[config.mk]
export PLATFORM = sky130hd
export DESIGN_NAME = barrier_ticket_motor_sequencer
export DESIGN_NICKNAME = d
export VERILOG_FILES = /design/src/btms_pkg.sv /design/src/btms_core.sv /design/src/btms_skid.sv /design/src/barrier_ticket_motor_sequencer.sv
export SDC_FILE = /design/constraint.sdc
export NUM_CORES = 1
export LEC_CHECK = 0
export CAP_MARGIN = 20
export CORE_ASPECT_RATIO = 1.4
export CORE_MARGIN = 4
export CORE_UTILIZATION = 25
export DETAILED_ROUTE_END_ITERATION = 7
export DONT_BUFFER_PORTS = 1
export GPL_TIMING_DRIVEN = 0
export SETUP_SLACK_MARGIN = 0.5
export SLEW_MARGIN = 20
export SYNTH_ARGS = -nofsm -noshare
export SYNTH_HDL_FRONTEND = slang
export SYNTH_SLANG_ARGS = --single-unit
[constraint.sdc]
create_clock -name clock -period 6.3 [get_ports clock]
set_input_delay 1.26 -clock clock [delete_from_list [all_inputs] [get_ports clock]]
set_output_delay 1.26 -clock clock [all_outputs]
set_load 0.01 [all_outputs]
[src/btms_pkg.sv]
package btms_pkg;

   // phase codes as seen on the result channel
   typedef enum logic [2:0] {
      PH_IDLE     = 3'd0,
      PH_VALIDATE = 3'd1,
      PH_RED      = 3'd2,
      PH_COUNT    = 3'd3,
      PH_MOTOR    = 3'd4
   } phase_type;

   localparam int unsigned CSR_INDEX_W = 4;
   localparam int unsigned CSR_DATA_W  = 16;

   // register indexes
   localparam logic [CSR_INDEX_W-1:0] CSR_TICKET_VALID        = 4'd0;
   localparam logic [CSR_INDEX_W-1:0] CSR_RED_HOLD_TICKS      = 4'd1;
   localparam logic [CSR_INDEX_W-1:0] CSR_WINDOW_TICKS        = 4'd2;
   localparam logic [CSR_INDEX_W-1:0] CSR_DEBOUNCE_TICKS      = 4'd3;
   localparam logic [CSR_INDEX_W-1:0] CSR_MOTOR_TICKS_DEFAULT = 4'd4;
   localparam logic [CSR_INDEX_W-1:0] CSR_MOTOR_TICKS_ONE     = 4'd5;
   localparam logic [CSR_INDEX_W-1:0] CSR_MOTOR_TICKS_TWO     = 4'd6;
   localparam logic [CSR_INDEX_W-1:0] CSR_MOTOR_TICKS_THREE   = 4'd7;

   // register reset values
   localparam logic        RST_TICKET_VALID        = 1'b1;
   localparam logic [15:0] RST_RED_HOLD_TICKS      = 16'd1000;
   localparam logic [15:0] RST_WINDOW_TICKS        = 16'd300;
   localparam logic [15:0] RST_DEBOUNCE_TICKS      = 16'd2;
   localparam logic [15:0] RST_MOTOR_TICKS_DEFAULT = 16'd500;
   localparam logic [15:0] RST_MOTOR_TICKS_ONE     = 16'd1000;
   localparam logic [15:0] RST_MOTOR_TICKS_TWO     = 16'd2000;
   localparam logic [15:0] RST_MOTOR_TICKS_THREE   = 16'd4000;

   typedef struct packed {
      logic        ticket_valid;
      logic [15:0] red_hold_ticks;
      logic [15:0] window_ticks;
      logic [15:0] debounce_ticks;
      logic [15:0] motor_ticks_default;
      logic [15:0] motor_ticks_one;
      logic [15:0] motor_ticks_two;
      logic [15:0] motor_ticks_three;
   } cfg_type;

   typedef struct packed {
      logic       red_lamp;
      logic       motor_on;
      logic [2:0] phase;
      logic [7:0] presses;
   } rsp_type;

endpackage

[src/btms_core.sv]
module btms_core (
   input  logic              clock,
   input  logic              reset,
   input  logic              accept,
   input  logic              tick,
   input  logic              car_event,
   input  logic              button_pin,
   input  btms_pkg::cfg_type cfg,
   output btms_pkg::rsp_type result
);

   btms_pkg::phase_type phase_ff, phase_in;
   logic [31:0] now_ff, now_in;
   logic [31:0] mark_ff, mark_in;
   logic [31:0] last_press_ff, last_press_in;
   logic [7:0]  count_ff, count_in;
   logic        was_pressed_ff, was_pressed_in;
   logic [15:0] run_ff, run_in;
   logic        lamp_ff, lamp_in;
   logic        motor_ff, motor_in;

   logic        pressed;
   logic [31:0] elapsed;
   logic [31:0] since_press;
   logic [31:0] now_base;
   logic [15:0] run_pick;

   assign pressed     = ~button_pin;
   assign elapsed     = now_ff - mark_ff;
   assign since_press = now_ff - last_press_ff;

   always_comb begin
      case (count_ff)
         8'd1:    run_pick = cfg.motor_ticks_one;
         8'd2:    run_pick = cfg.motor_ticks_two;
         8'd3:    run_pick = cfg.motor_ticks_three;
         default: run_pick = cfg.motor_ticks_default;
      endcase
   end

   always_comb begin
      phase_in       = phase_ff;
      now_base       = now_ff;
      mark_in        = mark_ff;
      last_press_in  = last_press_ff;
      count_in       = count_ff;
      was_pressed_in = was_pressed_ff;
      run_in         = run_ff;
      lamp_in        = lamp_ff;
      motor_in       = motor_ff;
      case (phase_ff)
         btms_pkg::PH_VALIDATE: begin
            mark_in = now_ff;
            if (!cfg.ticket_valid) begin
               lamp_in  = 1'b1;
               phase_in = btms_pkg::PH_RED;
            end else begin
               phase_in = btms_pkg::PH_COUNT;
            end
         end
         btms_pkg::PH_RED: begin
            if (elapsed >= {16'd0, cfg.red_hold_ticks}) begin
               lamp_in  = 1'b0;
               phase_in = btms_pkg::PH_IDLE;
            end
         end
         btms_pkg::PH_COUNT: begin
            if (elapsed <= {16'd0, cfg.window_ticks}) begin
               if (pressed && !was_pressed_ff &&
                   since_press >= {16'd0, cfg.debounce_ticks}) begin
                  last_press_in = now_ff;
                  count_in      = count_ff + 8'd1;
               end
               was_pressed_in = pressed;
            end else begin
               run_in   = run_pick;
               motor_in = 1'b1;
               mark_in  = now_ff;
               phase_in = btms_pkg::PH_MOTOR;
            end
         end
         btms_pkg::PH_MOTOR: begin
            if (elapsed >= {16'd0, run_ff}) begin
               motor_in = 1'b0;
               phase_in = btms_pkg::PH_IDLE;
            end
         end
         default: begin
            // idle: clear every timer and counter
            phase_in       = btms_pkg::PH_IDLE;
            now_base       = 32'd0;
            mark_in        = 32'd0;
            last_press_in  = 32'd0;
            count_in       = 8'd0;
            was_pressed_in = 1'b0;
            run_in         = 16'd0;
            lamp_in        = 1'b0;
            motor_in       = 1'b0;
         end
      endcase
      now_in = now_base + {31'd0, tick};
      if (car_event && phase_in == btms_pkg::PH_IDLE) begin
         phase_in = btms_pkg::PH_VALIDATE;
      end
   end

   always_ff @(posedge clock) begin
      if (reset) begin
         phase_ff       <= btms_pkg::PH_IDLE;
         now_ff         <= 32'd0;
         mark_ff        <= 32'd0;
         last_press_ff  <= 32'd0;
         count_ff       <= 8'd0;
         was_pressed_ff <= 1'b0;
         run_ff         <= 16'd0;
         lamp_ff        <= 1'b0;
         motor_ff       <= 1'b0;
      end else if (accept) begin
         phase_ff       <= phase_in;
         now_ff         <= now_in;
         mark_ff        <= mark_in;
         last_press_ff  <= last_press_in;
         count_ff       <= count_in;
         was_pressed_ff <= was_pressed_in;
         run_ff         <= run_in;
         lamp_ff        <= lamp_in;
         motor_ff       <= motor_in;
      end
   end

   assign result.red_lamp = lamp_in;
   assign result.motor_on = motor_in;
   assign result.phase    = phase_in;
   assign result.presses  = count_in;

endmodule

[src/btms_skid.sv]
module btms_skid (
   input  logic              clock,
   input  logic              reset,
   input  logic              in_valid,
   input  btms_pkg::rsp_type in_data,
   output logic              in_stall,
   output logic              out_valid,
   output btms_pkg::rsp_type out_data,
   input  logic              out_stall
);

   logic              out_valid_ff, out_valid_in;
   logic              skid_valid_ff, skid_valid_in;
   btms_pkg::rsp_type out_data_ff, out_data_in;
   btms_pkg::rsp_type skid_data_ff, skid_data_in;
   logic              out_take;
   logic              in_take;

   assign out_take = out_valid_ff & ~out_stall;
   assign in_take  = in_valid & ~skid_valid_ff;

   always_comb begin
      out_valid_in  = out_valid_ff;
      skid_valid_in = skid_valid_ff;
      out_data_in   = out_data_ff;
      skid_data_in  = skid_data_ff;
      if (skid_valid_ff) begin
         if (out_take) begin
            out_data_in   = skid_data_ff;
            skid_valid_in = 1'b0;
         end
      end else if (in_take) begin
         if (!out_valid_ff || out_take) begin
            out_data_in  = in_data;
            out_valid_in = 1'b1;
         end else begin
            skid_data_in  = in_data;
            skid_valid_in = 1'b1;
         end
      end else if (out_take) begin
         out_valid_in = 1'b0;
      end
   end

   always_ff @(posedge clock) begin
      if (reset) begin
         out_valid_ff  <= 1'b0;
         skid_valid_ff <= 1'b0;
      end else begin
         out_valid_ff  <= out_valid_in;
         skid_valid_ff <= skid_valid_in;
      end
   end

   always_ff @(posedge clock) begin
      out_data_ff  <= out_data_in;
      skid_data_ff <= skid_data_in;
   end

   assign in_stall  = skid_valid_ff;
   assign out_valid = out_valid_ff;
   assign out_data  = out_data_ff;

endmodule

[src/barrier_ticket_motor_sequencer.sv]
// channel   | direction | handshake          | payload
// req_      | in        | req_valid/req_stall | req_tick, req_car_event, req_button_pin
// rsp_      | out       | rsp_valid/rsp_stall | rsp_red_lamp, rsp_motor_on, rsp_phase,
//           |           |                    | rsp_presses
// csr_      | in        | csr_valid/csr_ready | csr_index, csr_wdata
//
// one request per clock while req_stall is low; its response is registered on acceptance
// the phase update is one pass of compares and 32-bit subtracts between state registers
// a two-entry output buffer still takes a request while rsp_stall holds the output
// req_stall rises only when both entries hold responses
// synchronous reset returns the phase to idle and the registers to their defaults
module barrier_ticket_motor_sequencer (
   input  logic                                clock,
   input  logic                                reset,
   input  logic                                req_valid,
   output logic                                req_stall,
   input  logic                                req_tick,
   input  logic                                req_car_event,
   input  logic                                req_button_pin,
   output logic                                rsp_valid,
   input  logic                                rsp_stall,
   output logic                                rsp_red_lamp,
   output logic                                rsp_motor_on,
   output logic [2:0]                          rsp_phase,
   output logic [7:0]                          rsp_presses,
   input  logic                                csr_valid,
   output logic                                csr_ready,
   input  logic [btms_pkg::CSR_INDEX_W-1:0]    csr_index,
   input  logic [btms_pkg::CSR_DATA_W-1:0]     csr_wdata
);

   btms_pkg::cfg_type cfg_ff, cfg_in;
   btms_pkg::rsp_type core_result;
   btms_pkg::rsp_type rsp_data;
   logic              req_take;

   // config writes are always taken
   assign csr_ready = 1'b1;

   // register file, out of range indexes fall through untouched
   always_comb begin
      cfg_in = cfg_ff;
      if (csr_valid) begin
         case (csr_index)
            btms_pkg::CSR_TICKET_VALID:        cfg_in.ticket_valid        = csr_wdata[0];
            btms_pkg::CSR_RED_HOLD_TICKS:      cfg_in.red_hold_ticks      = csr_wdata;
            btms_pkg::CSR_WINDOW_TICKS:        cfg_in.window_ticks        = csr_wdata;
            btms_pkg::CSR_DEBOUNCE_TICKS:      cfg_in.debounce_ticks      = csr_wdata;
            btms_pkg::CSR_MOTOR_TICKS_DEFAULT: cfg_in.motor_ticks_default = csr_wdata;
            btms_pkg::CSR_MOTOR_TICKS_ONE:     cfg_in.motor_ticks_one     = csr_wdata;
            btms_pkg::CSR_MOTOR_TICKS_TWO:     cfg_in.motor_ticks_two     = csr_wdata;
            btms_pkg::CSR_MOTOR_TICKS_THREE:   cfg_in.motor_ticks_three   = csr_wdata;
            default: ;
         endcase
      end
   end

   always_ff @(posedge clock) begin
      if (reset) begin
         cfg_ff.ticket_valid        <= btms_pkg::RST_TICKET_VALID;
         cfg_ff.red_hold_ticks      <= btms_pkg::RST_RED_HOLD_TICKS;
         cfg_ff.window_ticks        <= btms_pkg::RST_WINDOW_TICKS;
         cfg_ff.debounce_ticks      <= btms_pkg::RST_DEBOUNCE_TICKS;
         cfg_ff.motor_ticks_default <= btms_pkg::RST_MOTOR_TICKS_DEFAULT;
         cfg_ff.motor_ticks_one     <= btms_pkg::RST_MOTOR_TICKS_ONE;
         cfg_ff.motor_ticks_two     <= btms_pkg::RST_MOTOR_TICKS_TWO;
         cfg_ff.motor_ticks_three   <= btms_pkg::RST_MOTOR_TICKS_THREE;
      end else begin
         cfg_ff <= cfg_in;
      end
   end

   // a request is taken whenever the output buffer has a free entry
   assign req_take = req_valid & ~req_stall;

   // phase logic and its state registers
   btms_core u_core (
      .clock      (clock),
      .reset      (reset),
      .accept     (req_take),
      .tick       (req_tick),
      .car_event  (req_car_event),
      .button_pin (req_button_pin),
      .cfg        (cfg_ff),
      .result     (core_result)
   );

   // response register plus one skid entry
   btms_skid u_skid (
      .clock     (clock),
      .reset     (reset),
      .in_valid  (req_valid),
      .in_data   (core_result),
      .in_stall  (req_stall),
      .out_valid (rsp_valid),
      .out_data  (rsp_data),
      .out_stall (rsp_stall)
   );

   assign rsp_red_lamp = rsp_data.red_lamp;
   assign rsp_motor_on = rsp_data.motor_on;
   assign rsp_phase    = rsp_data.phase;
   assign rsp_presses  = rsp_data.presses;

`ifndef SYNTHESIS
   // lamp and motor are never driven together
   a_lamp_motor_excl: assert property (@(posedge clock) disable iff (reset)
      rsp_valid |-> !(rsp_red_lamp && rsp_motor_on))
      else $error("red lamp and motor both on");

   // an idle response carries both drives low
   a_idle_quiet: assert property (@(posedge clock) disable iff (reset)
      (rsp_valid && rsp_phase == btms_pkg::PH_IDLE) |-> (!rsp_red_lamp && !rsp_motor_on))
      else $error("drive active in idle");

   // the buffer only stalls requests when a response is waiting
   a_stall_has_rsp: assert property (@(posedge clock) disable iff (reset)
      req_stall |-> rsp_valid)
      else $error("request stall with empty output");

   // a taken request always leaves a response valid next cycle
   a_req_to_rsp: assert property (@(posedge clock) disable iff (reset)
      (req_valid && !req_stall) |=> rsp_valid)
      else $error("request accepted but no response");
`endif

endmodule

---- Word level (Yosys, flattened, before mapping) ----
Index checks and enable logic that the tools add are counted.
Widths: inputs -> output; s select.
storage, ports and cells
  register bits after elaboration ......... 267
  latch bits .............................. 0
  memory bits (writable) .................. 0
  memory bits (read-only) ................. 0
  input port bits ......................... 28
  memories ................................ 0
cells by class
  $add $sub $neg .......................... 4
  multipliers ............................. 0
  div/mod/pow operators ................... 0
  magnitude comparators ................... 4
  equal/unequal tests ..................... 19
  shift-type cells ........................ 0
  multiplexer cells ....................... 37
  bitwise logic cells ..................... 8
  reductions and logical operators ........ 31
operators with widths
  cell                 number
  $mux 32              4
  $ge 32x16->1         3
  $pmux 32 s3          1
  $pmux 32 s2          1
  $sub 32x32->32       2
  $mux 13              4
  $pmux 16 s3          1
  $add 32x1->32        1
  $le 32x16->1         1
  $pmux 16 s2          1
  $reduce_and 3->1     6
  $eq 4x3->1 const B   4
  $eq 8x2->1 const B   2
  $mux 16              1
  $mux 8               2
  $pmux 8 s2           1
  $reduce_and 2->1     8
  $mux 1               13
  $mux 3               4
  $pmux 3 s4           1
  $add 8x1->8 const B  1
  $eq 4x2->1 const B   2
  $eq 8x1->1 const B   1
  $eq 3x2->1 const B   2
  other kinds (19)     36

---- Depth between registers and ports, before layout ----
  depth after elaboration ................. 10
  mapped depth ............................ 23
  depth with buffers taken out ............ 22

---- Hierarchy ----
From an unflattened synthesis, not the netlist that was laid out.
second synthesis, totals
  cell total of the unflattened synthesis .. 2117
  area, all modules ....................... 17469.3 µm²
modules (own cells, without submodules)
  module                          times used  cells an instance  area an instance (µm²)
  btms_core                       1           1655               11952.7
  barrier_ticket_motor_sequencer  1           409                4440.5
  btms_skid                       1           53                 1076.0

---- Worst setup path after synthesis ----
OpenSTA, ideal clock, no wires.
  path type ............................... register to register
  start point ............................. register u_core.now_ff[0]
  end point ............................... register u_skid.out_data_ff (netlist bit u_skid.out_data[5]) (data pin)
  library setup time ...................... 258 ps
  arrival time ............................ 4913 ps
  data required time ...................... 6042 ps
  slack ................................... 1129 ps
  cell stages (with the launch flop) ...... 23
  clock period less this slack ............ 5171 ps
  cells stage by stage .................... dfxtp_1 -> inv_1 -> ha_1 -> inv_1 -> fa_1 -> a211o_1 -> a221o_1 -> a31o_2 -> nor3b_1 -> nand2b_1 -> xor2_1 -> ha_1 -> nand4_1 -> nor3_1 -> or4b_2 -> o2111ai_1 -> nor4_1 -> nand4_1 -> nor4_2 -> a311oi_2 -> nand3_1 -> a211o_1 -> o221a_1
RTL lines
  item                    RTL line          source
  start, declared         btms_core.sv:13   logic [31:0] now_ff, now_in;
  start signal, assigned  btms_core.sv:120  now_ff <= now_in;
  end signal, assigned    btms_skid.sv:56   out_data_ff <= out_data_in;
  end, declared           btms_skid.sv:14   btms_pkg::rsp_type out_data_ff, out_data_in;

==> out/metrics.yaml <==
yosys_warnings: 0
die_area_um2: 72700
htree_levels: 1
synthTopCellsByArea: "dfxtp_1 28%, ha_1 9.6%, nand2_1 8.7%"
place_congestion: 0.905
clk_latency_ns: 0.58
firstDrtPassIters: 6
routed_wirelength_mm: 57.0
rsz0062_at_grt: "true"
final_cells: 3127
drc: 0
synth_commonest_cells: "394 x nand2_1, 241 x dfxtp_1, 230 x a21oi_1, 150 x inv_1, 131 x ha_1"
grt_pass1_vias: 15300
coreArea_um2: 67900
cp.buffers_inverters: 4
crit_type: "flop to flop"
io_pins: 44
grt_pass1_wl_mm: 88.1
worst-path-max-fanout: 9
ys_ff_latch: 267
arrival_ns: 5.97
ir_drop_v: 0.000211
antenna_left: 0
fmax_mhz: 177
ys.flop_type: "dfxtp_1"
comb_power_share: 0.097
initial_core_util: 0.252
drv_cap: 0
dpl.hpwl_mm: 44.6
cts_buffers: 26
max_stage_delay_ns: 0.61
post-route-min-period_ns: 5.66
antenna_found_initial: 1
crit_path_start_kind: "flop"
syn_to_final_growth_pct: 12.9
syn_area_um2: 17100
leakagePower_uw: 0.00750
synth_most_common_cell: "nand2_1"
syn-num-nets: 2372
die_w_um: 229
async_flop_share: 0
critPathTopFamily: "simple AND/OR/NAND/NOR gates"
num_vias: 16200
power_frac_seq: 0.461
status: "finished clean"
timing.final.hold_violations: 0
die_h_um: 317
first_iter_violations: 1145
cts_root_buf: "clkbuf_16"
power.density_nw_per_um2: 198
io_buffers: 0
fin_crit_sh: 0.899
num-nets-final: 2409
worstSetupEndpointType: "flop"
cts_tree: "done"
utilization: 0.284
grt.overflow.total: 0
hold_ws_ns: 0.451
synth-seq-area-share: 0.328
grt_max_degree: 16
grt.total_usage: 0.151
p_sw_uw: 1020
drive_gt1_frac: 0.0601
clockPowerShare: 0.442
slew_viol_final: 0
slowest_stage: "dfxtp_1"
netlist_instances: 2211
synthDistinctLibCells: 89
synth_top_cell_by_area: "dfxtp_1"
synth.top_cell.area_share: 0.282
worst_slew_pin_slew_ns: 1.03
fp-row-count: 113
postCtsHoldBufs: 0
required_ns: 6.61
fill_cells: 7493
min_path_type: "flop to flop"
avgViaCountPerCell: 5.17
cts_sinks: 267
maxSlewHeadroom: 0.315
path_clk_slew_ns: 0.07
clock_skew_ns: 0.0303
postSynthAreaPerCell_um2: 7.73
post-place-cells: 3075
post_drt_wl_per_cell_um: 18.2
cts.path.max_buffers: 3
path_cells: "ha_1 -> clkbuf_1 -> and4_1 -> a21boi_1 -> o21a_1 -> nor2_1 -> o21ai_0 -> xor2_1 -> ha_1 -> nand4_1 -> nor3_4 -> buf_4 -> a2111oi_2 -> o2111ai_2 -> nor4_2 -> nand4_1 -> nor4_4 -> a311oi_2 -> buf_4 -> buf_4 -> nand4_1 -> xnor2_1 -> a31o_2"
internal_power_uw: 2800
synth_edf_count: 26
swShare: 0.266
setup_viol: 0
registers in the layout, summed over array words and instances, names as in the netlist, 3 cells and up:
signal	flops
u_core.last_press_ff	32
u_core.count_ff	8
u_skid.skid_data_ff	13
u_core.mark_ff	32
u_skid.out_data	13
u_core.run_ff	16
u_core.now_ff	32
cfg_ff	113
u_core.phase_ff	3
layout by cell type (no fill, tap or decap), drive strengths merged, types with 11 or more instances in the layout:
cell	Yosys	layout
a211o	13	13
a211oi	15	15
a21o	34	34
a21oi	232	232
a222oi	16	16
a22o	43	43
a31oi	15	15
and2	11	11
and3	20	20
buf	29	38
clkbuf	99	135
dfxtp	241	241
edfxtp	26	26
ha	131	131
inv	150	151
nand2	394	394
nand2b	21	21
nand3	73	73
nand4	70	70
nor2	102	102
nor2b	11	11
nor3	37	37
nor3b	11	11
nor4	16	16
o211ai	33	33
o21a	18	18
o21ai	113	113
or3	20	20
xnor2	37	37
xor2	24	24
cell families after synthesis:
logic type               count (synthesis)  share of synthesized area
AND/OR/NAND/NOR                        832                      0.230
XOR/XNOR                                61                     0.0313
other                                    1                   0.000219
buffers and inverters                  279                     0.0648
flip-flops                             267                      0.328
multiplexers                            11                    0.00695
AO/OA/AOI/OAI                          627                      0.240
adder cells (fa/ha/maj)                133                     0.0982
power by group through the flow:
stage	clock (uW)	sequential, uW	combinational, uW
global route	1770	1760	401
detailed placement	0	1800	350
floorplan	0	1790	228
CTS	1720	1760	365
finish	1690	1760	371
global placement	0	1800	350
area by class of cell:
cell class,instances,area [um2],area share
multi-input cells,1665,10500,0.544
flip-flops and latches,267,5610,0.291
well taps,862,1080,0.0559
clock buffers,36,781,0.0405
inverters,151,567,0.0294
plain buffers,128,552,0.0286
clock inverters,8,126,0.00655
repair buffers,9,77.6,0.00402
diodes,1,2.50,0.000130
routing by layer:
layer	track usage	vias to the layer above	share of wire
met2	0.277	398	0.50
met4	0.0787	2	0.057
met5	0	-	0.00011
met1	0.174	7624	0.40
li1	-	8007	-
met3	0.0143	137	0.038
final timing paths:
check / cells after the start / end / slack (ns) / start
setup / recovery: 23 / u_skid.out_data[7] / 0.64 / u_core.now_ff[8]
hold / removal: 2 / u_core.run_ff[5] / 0.45 / u_core.run_ff[5]
setup reg to reg: 23 / u_skid.out_data[7] / 0.64 / u_core.now_ff[8]
hold reg to reg: 2 / u_core.run_ff[5] / 0.45 / u_core.run_ff[5]
what timing repair did:
action / CTS / global route
buffers inserted: 5 / 2
pin swaps: 4 / 11
endpoints found under the hold margin: 0 / 0
setup endpoints to repair: 95 / 92
gates resized for setup: 11 / 25
gates cloned: 0 / 0
worst min-delay path, cell delays in order, from the launching register on:
cell and delay (ns):
dfxtp_1 0.31, nand2_1 0.05, a21oi_1 0.05
per-stage QoR:
step	area, um2	worst slack (ns)	setup TNS (ns)	total power, uW
after floorplan	17100	1.13	0	2020
after global placement	18200	0.0225	0	2150
after detailed placement	18200	-0.0110	-0.0644	2150
after CTS	19200	0.465	0	3840
after global routing	19300	0.437	0	3930
final	19300	0.637	0	3820
(Power assumes the default switching activity.)
